### config.mk
export PLATFORM = sky130hd
export DESIGN_NAME = mm_mac
export DESIGN_NICKNAME = d
export VERILOG_FILES = /design/src/rtl/mm_pkg.sv /design/src/rtl/mm_mac.sv
export SDC_FILE = /design/constraint.sdc
export NUM_CORES = 1
export LEC_CHECK = 0
export ABC_AREA = 1
export BUFFER_PORTS_ARGS = -buffer_cell sky130_fd_sc_hd__buf_2
export CAP_MARGIN = 25
export CORE_UTILIZATION = 59
export DETAILED_ROUTE_END_ITERATION = 8
export HOLD_SLACK_MARGIN = 0.02
export MAX_ROUTING_LAYER = met4
export PLACE_DENSITY = 0.78
export REMOVE_ABC_BUFFERS = 1
export SLEW_MARGIN = 0
export SYNTH_ARGS = -nofsm -noshare
export SYNTH_HDL_FRONTEND = slang
export SYNTH_SLANG_ARGS = --single-unit
### constraint.sdc
create_clock -name i_clk -period 6.6 [get_ports i_clk]
set_input_delay 0.99 -clock i_clk [delete_from_list [all_inputs] [get_ports i_clk]]
set_output_delay 0.99 -clock i_clk [all_outputs]
set_load 0.02 [all_outputs]
### src/rtl/mm_pkg.sv
`default_nettype none

package mm_pkg;

    // request kinds carried in tuser of the input stream
    localparam logic [1:0] REQ_LOAD_A = 2'd0;
    localparam logic [1:0] REQ_LOAD_B = 2'd1;
    localparam logic [1:0] REQ_QUERY  = 2'd2;

    // configuration register indexes
    localparam logic [1:0] CFG_ROWS_A    = 2'd0;
    localparam logic [1:0] CFG_INNER_LEN = 2'd1;
    localparam logic [1:0] CFG_COLS_B    = 2'd2;

    localparam int IDX_W   = 4;   // row / column field width
    localparam int ELEM_W  = 16;  // Q8.8 element
    localparam int SIZE_W  = 5;   // size register width
    localparam int PROD_W  = 32;  // Q16.16 product of two elements
    localparam int ACC_W   = 37;  // Q21.16 sum

    localparam int IN_DATA_W  = 24;
    localparam int OUT_DATA_W = 40;

    localparam logic [SIZE_W-1:0] SIZE_RESET = 5'd16;

    // controls from the sequencer into the multiply-accumulate unit
    typedef struct packed {
        logic clear;     // start a new sum
        logic in_valid;  // operand pair present this cycle
    } t_mac_ctl;

endpackage

`default_nettype wire

### src/rtl/mm_mac.sv
`default_nettype none

module mm_mac (
    input  wire logic                              i_clk,
    input  wire logic                              i_rst_n,
    input  wire mm_pkg::t_mac_ctl                  i_ctl,
    input  wire logic signed [mm_pkg::ELEM_W-1:0]  i_a,
    input  wire logic signed [mm_pkg::ELEM_W-1:0]  i_b,
    output logic                                   o_busy,
    output logic signed [mm_pkg::ACC_W-1:0]        o_acc
);
    import mm_pkg::*;

    logic signed [PROD_W-1:0] r_prod;
    logic                     r_prod_v;
    logic signed [ACC_W-1:0]  r_acc;

    always_ff @(posedge i_clk) begin
        if (!i_rst_n) begin
            r_prod_v <= 1'b0;
        end else begin
            r_prod_v <= i_ctl.in_valid;
        end
    end

    // register the product before it reaches the adder
    always_ff @(posedge i_clk) begin
        if (i_ctl.in_valid) begin
            r_prod <= i_a * i_b;
        end
    end

    always_ff @(posedge i_clk) begin
        if (i_ctl.clear) begin
            r_acc <= '0;
        end else if (r_prod_v) begin
            r_acc <= r_acc + ACC_W'(r_prod);
        end
    end

    assign o_busy = r_prod_v;
    assign o_acc  = r_acc;

endmodule

`default_nettype wire

* After elaboration in Yosys (flattened, before gate mapping) *
Cells that the tools add are included.

cells by class
  multipliers = 1
  add/subtract/negate cells = 1

operator list
  operator                                        number
  37-bit by 32-bit adder with 37-bit output       1
  16-bit by 16-bit multiplier with 32-bit output  1

storage, ports and cells
  output and inout bits = 38
  input port bits = 36
  logic and storage cells = 5
  bits in registers = 70

* Depth between registers and ports, before layout *
Gate-level depths: netlist of the first run.

  word-level depth = 1
  mapped depth = 27

* Worst setup path before layout of the first run *
Ideal clock, no wire load.

  path kind = input to register
  start point = input port i_b[3] (netlist bit)
  end point = register r_prod[31], data pin
  data required time = 6348 ps
  slack = 282 ps
  library setup time = 252 ps
  stages = 21
  arrival = 6066 ps
  cell sequence = clkbuf_1 -> clkbuf_1 -> nand2_1 -> inv_1 -> fa_1 -> fa_1 -> inv_1 -> fa_1 -> fa_1 -> fa_1 -> fa_1 -> inv_1 -> ha_1 -> a21oi_1 -> o21a_1 -> nand2_1 -> o21bai_1 -> nor2_1 -> inv_1 -> nand3_1 -> nand2_1

on the way
  word-level cells in the longest chain between the ends = 1

ends and longest elaborated chain
  element                                         RTL line      text
  from (decl)                                     mm_mac.sv:8   input wire logic signed [mm_pkg::ELEM_W-1:0] i_b,
  16-bit by 16-bit multiplier with 32-bit output  mm_mac.sv:29  r_prod <= i_a * i_b;
  to (signal assigned)                            mm_mac.sv:29
  to (decl)                                       mm_mac.sv:14  logic signed [PROD_W-1:0] r_prod;

Every way passes these cells.
A chain may end at the register's enable or synchronous reset.

* Worst setup path in the final report of the first run *
  start point = input port i_b[5] (netlist bit)
  end point = register r_prod[29], data pin

Same word-level chain as after synthesis.

==> results of run 1 <==
-- sequential cells by signal, indices dropped and copies added, names as in the netlist --
signal  count
r_prod     32
o_busy      1
o_acc      37
-- area by class of cell --
type / count / area [sq um] / share of cell area (%)
Timing Repair Buffer: 93 / 515 / 3.16
Inverter: 553 / 2080 / 12.7
Multi-Input combinational cell: 1375 / 11200 / 69.0
Sequential cell: 70 / 1720 / 10.6
Clock buffer: 9 / 225 / 1.38
Clock inverter: 7 / 96.3 / 0.591
Tap cell: 330 / 413 / 2.53
-- layer usage --
layer	track usage, %	wire, um
met1	37.7	15600
met2	56.4	19300
met3	3.86	2290
met4	7.94	782
met5	-	0
-- cell usage after synthesis, drive strengths merged --
master,count
a31oi,1
ha,118
dfxtp,38
clkbuf,68
nand3b,4
a21o,8
nor2,185
nand3,57
buf,2
xor2,43
inv,552
nand4,15
xnor2,8
nand2,501
o21a,2
nor3,11
or2,7
a211oi,1
o211a,1
nor4,2
fa,263
a21oi,73
o21bai,12
o211ai,2
clkinv,1
o21ai,59
a21boi,2
edfxtp,32
-- critical path, cell delays in order --
cell      delay [ns]
buf_2           0.32
nand2_1         0.19
fa_1            0.54
inv_1           0.08
fa_1            0.74
inv_1           0.15
fa_1            0.51
inv_1           0.06
fa_1            0.54
fa_1            0.42
fa_1            0.44
ha_1            0.39
nand2_1         0.13
nor2_1          0.19
nand2_1         0.14
nor4_1          0.18
nand2_1         0.12
nand3b_1        0.16
xor2_1          0.10
-- path summary, 6_finish.rpt --
| path | startpoint | to | slack [ns] | cells after the start |
|---|---|---|---|---|
| min | o_acc[0] | o_acc[0] | 0.49 | 2 |
| max | i_b[5] | r_prod[29] | 0.29 | 19 |
| max reg2reg | o_acc[0] | o_acc[26] | 4.18 | 11 |
| min reg2reg | o_acc[0] | o_acc[0] | 0.49 | 2 |
-- cells by family after synthesis --
logic type	count (synthesis)
simple gates	782
buf+inv	623
fa+ha+maj	381
compound gates	161
flops	70
xor+xnor	51
-- stage by stage --
| stage | TNS (ns) | area, sq um | cells |
|---|---|---|---|
| final | 0 | 16300 | 2437 |
| after global routing | 0 | 16300 | 2437 |
| after CTS | 0 | 16300 | 2437 |
| after detailed placement | -0.0640 | 16000 | 2421 |
| after global placement | -0.0427 | 16000 | 2421 |
| after floorplan | 0 | 15000 | 1998 |
==> results.md, run 1 <==
- DR vias: 12654
- Post-CTS setup buffers: 0
- Final setup viols: 0
- Crit Path Max Fanout: 16
- Data arrival, critical path: 6.39 ns
- Die X: 163 um
- Initial antenna violation count: 0
- Post-synthesis compound-gate area fraction: 6.11%
- Htree depth: 3
- Min-delay worst type: flop to flop
- Remaining global-route overflow: 0
- Final Cycle Share: 95.7%
- Cell taking the most area after synthesis: fa_1
- Unrepaired setup endpoints after global routing: false
- Diodes inserted: 0
- Hold buffer count at cts: 0
- Routability cong.: 0.977
- Post-cts resize count: 0
- Detailed Place HPWL: 33000 um
- Synth top area share: 34.4%
- Via density: 5.19
- Commonest non-fill, non-tap cell in the layout: inv_1
- CTS max path bufs: 2
- Total GRT Usage: 31.6%
- Mux cell area share after synthesis: 0%
- Max Cap Violations: 0
- Clock root cell: clkbuf_16
- WS Path Type: input pin to flop
- Iter 0 DRT Violations: 844
- Pins Over Slew Limit: 0
- Drt first pass iters: 5
- Io pins: 74
- Achievable clock frequency: 158 MHz
- Layout Nets: 2519
- Area Growth Syn to Fin: 6.45%
- Crit start category: input pin
- Final hold slack: 0.489 ns
- Worst-Margin Slew: 0.739 ns
- TritonCTS clock tree: done
- Min Tclk post-route: 6.31 ns
- Max-slew headroom: 50.8%
- Initial Util: 60.4%
- Fillers: 2283
- Synth area leaders: fa_1 34%, inv_1 14%, nand2_1 12%, ha_1 9.6%, edfxtp_1 6.3%
- DRC errors left: 0
- Post-Synth Simple-Gate Area: 20.4%
- Worst Setup End Kind: flop
- Core Area: 25300 sq um
- Avg Synthesized Cell Area: 7.40 sq um
- Setup WS pre-CTS: -0.0640 ns
- WP data required: 6.68 ns
- Adder-Cell Fraction of Synth Area: 44.0%
- DRT antenna net count: 0
- Ys Warns: 0
- First-pass GRT wire length: 64300 um
- Largest net degree at the start of global routing: 58
- IO buf count: 73
- Cells after Synth: 2068
- Status: finished, final reports clean
- Clock skew: 0.0152 ns
- Sink Count: 70
- Cell area after synthesis: 15300 sq um
- DIE AREA: 26600 sq um
- Sequential share of the synthesized area: 11.2%
- Worst-skew pair later-pin latency: 0.34 ns
- Wire per inst: 15.6 um
- Total Wirelength: 38000 um
- Die H: 163 um
- Final WS setup: 0.285 ns
- Vias in the first global route: 13388
- Xor/xnor share of the synthesized area: 2.92%
- Combinational family with the most area after synthesis: adder cells
- Most frequent cells in the layout: 551 x inv_1, 496 x nand2_1, 263 x fa_1
- Endpoints failing hold: 0
- Clock transition at path regs: 0.06 ns
- #FFs+latches synth: 70
- Post-Route Utilization: 64.3%
- Layout cells sized above 1: 6.36%
- Row count: 58
- Post-synthesis cell type count: 41
- TritonCTS Buffers: 9
Power of run 1 is left out: the tool's default activity adds up to more than one toggle a clock period on the data nets, which glitch-free logic cannot reach.
==> run 2: changes to the inputs <==
--- a/config.mk
+++ b/config.mk
@@ -11,7 +11,6 @@
 export CORE_UTILIZATION = 59
 export DETAILED_ROUTE_END_ITERATION = 8
 export HOLD_SLACK_MARGIN = 0.02
-export MAX_ROUTING_LAYER = met4
 export PLACE_DENSITY = 0.78
 export REMOVE_ABC_BUFFERS = 1
 export SLEW_MARGIN = 0
==> results.md, run 2 (synthesized netlist as in run 1, its figures left out) <==
- Min-delay worst type: flop to flop
- Core Area: 25300 sq um
- Detailed Place HPWL: 32400 um
- Achievable clock frequency: 161 MHz
- Register area: 1720 sq um
- Crit start category: input pin
- Sink Count: 70
- Drt first pass iters: 6
- WP data required: 6.69 ns
- Area Growth Syn to Fin: 6.30%
- Post-cts resize count: 0
- Commonest non-fill, non-tap cell in the layout: inv_1
- Unrepaired setup endpoints after global routing: false
- Crit Path Max Fanout: 16
- Worst r2r src: o_acc[0]
- Post-CTS setup buffers: 0
- Max Cap Violations: 0
- Vias in the first global route: 13400
- Max-slew headroom: 50.4%
- Clock transition at path regs: 0.06 ns
- Die X: 163 um
- DIE AREA: 26600 sq um
- Initial antenna violation count: 0
- Endpoints failing hold: 0
- Min Tclk post-route: 6.22 ns
- CTS max path bufs: 2
- Hold buffer count at cts: 0
- Hold Path End: o_acc[0]
- DR vias: 12708
- DRC errors left: 0
- Worst reg2reg setup slack: 4.16 ns
- Diodes inserted: 0
- Worst Setup End Kind: flop
- Fillers: 2264
- Layout cells sized above 1: 6.49%
- Multi-input combinational cell area: 11200 sq um
- Io pins: 74
- Worst-Margin Slew: 0.743 ns
- WS Path Type: input pin to flop
- Clock skew: 0.0114 ns
- Final Cycle Share: 94.3%
- Total Wirelength: 37600 um
- Htree depth: 3
- Remaining global-route overflow: 0
- First-pass GRT wire length: 63600 um
- Largest net degree at the start of global routing: 58
- Iter 0 DRT Violations: 850
- Via density: 5.21
- Max reg flops: 37
- IO buf count: 73
- Die H: 163 um
- Pins Over Slew Limit: 0
- Capturing point of the worst reg2reg path: o_acc[26]
- Routability cong.: 0.963
- Most frequent cells in the layout: 551 x inv_1, 496 x nand2_1, 263 x fa_1
- Critical path startpoint: i_b[5]
- Worst reg2reg path depth: 11
- Layout Nets: 2522
- DRT antenna net count: 0
- TritonCTS Buffers: 9
- Wire per inst: 15.4 um
- Post-Route Utilization: 64.2%
- Final setup viols: 0
- Status: finished, final reports clean
- TritonCTS clock tree: done
- Worst hold stages: 2
- Initial Util: 60.4%
- HP Start: o_acc[0]
- Total GRT Usage: 30.3%
- Clock root cell: clkbuf_16
- Row count: 58
- Data arrival, critical path: 6.31 ns
- Worst-skew pair later-pin latency: 0.35 ns
[run 2: worst max-delay path: stages]
cell and delay, ns:
buf_2 0.32, nand2_1 0.18, fa_1 0.52, inv_1 0.07, fa_1 0.75, inv_1 0.15
fa_1 0.51, inv_1 0.05, fa_1 0.56, fa_1 0.43, fa_1 0.45, ha_1 0.39
nand2_1 0.11, nor2_1 0.18, nand2_1 0.13, nor4_1 0.18, nand2_1 0.12, nand3b_1 0.13
xor2_1 0.08
[run 2: routing by layer]
metal / track usage, % / up-vias / part of all wire, %
met1: 38.0 / 6086 / 42
met4: 10.7 / 0 / 3.1
met3: 3.86 / 81 / 5.7
met2: 53.7 / 426 / 50
li1: - / 6115 / -
met5: 0 / - / 0
[run 2: how the worst max path moves through the flow]
stage                       to  slack [ns]  cells past startpoint
finish              r_prod[29]        0.38                     19
global placement    r_prod[29]        0.02                     19
detailed placement  r_prod[29]       -0.04                     19
CTS                 r_prod[29]        0.30                     19
global route        r_prod[25]        0.04                     17
floorplan           r_prod[31]        0.65                     19
[run 2: area by class of cell]
type | count | share of cell area (%)
multi-input combinational | 1375 | 69.1
inverter | 553 | 12.8
sequential | 70 | 10.6
timing repair buffer | 96 | 3.31
tap | 330 | 2.54
clock buffer | 10 | 1.41
clock inverter | 6 | 0.292
[run 2: per-stage QoR]
step | instance area (sq um) | setup TNS (ns) | instances | setup WS, ns | hold WS [ns]
2_1_floorplan | 15000 | 0 | 1998 | 0.646 | 0.551
3_3_place_gp | 16000 | 0 | 2424 | 0.0220 | 0.468
3_5_place_dp | 16000 | -0.0449 | 2424 | -0.0449 | 0.483
4_1_cts | 16300 | 0 | 2440 | 0.301 | 0.490
5_1_grt | 16300 | 0 | 2440 | 0.0365 | 0.517
6_report | 16300 | 0 | 2440 | 0.376 | 0.484
Power of run 2 is left out for the same reason.
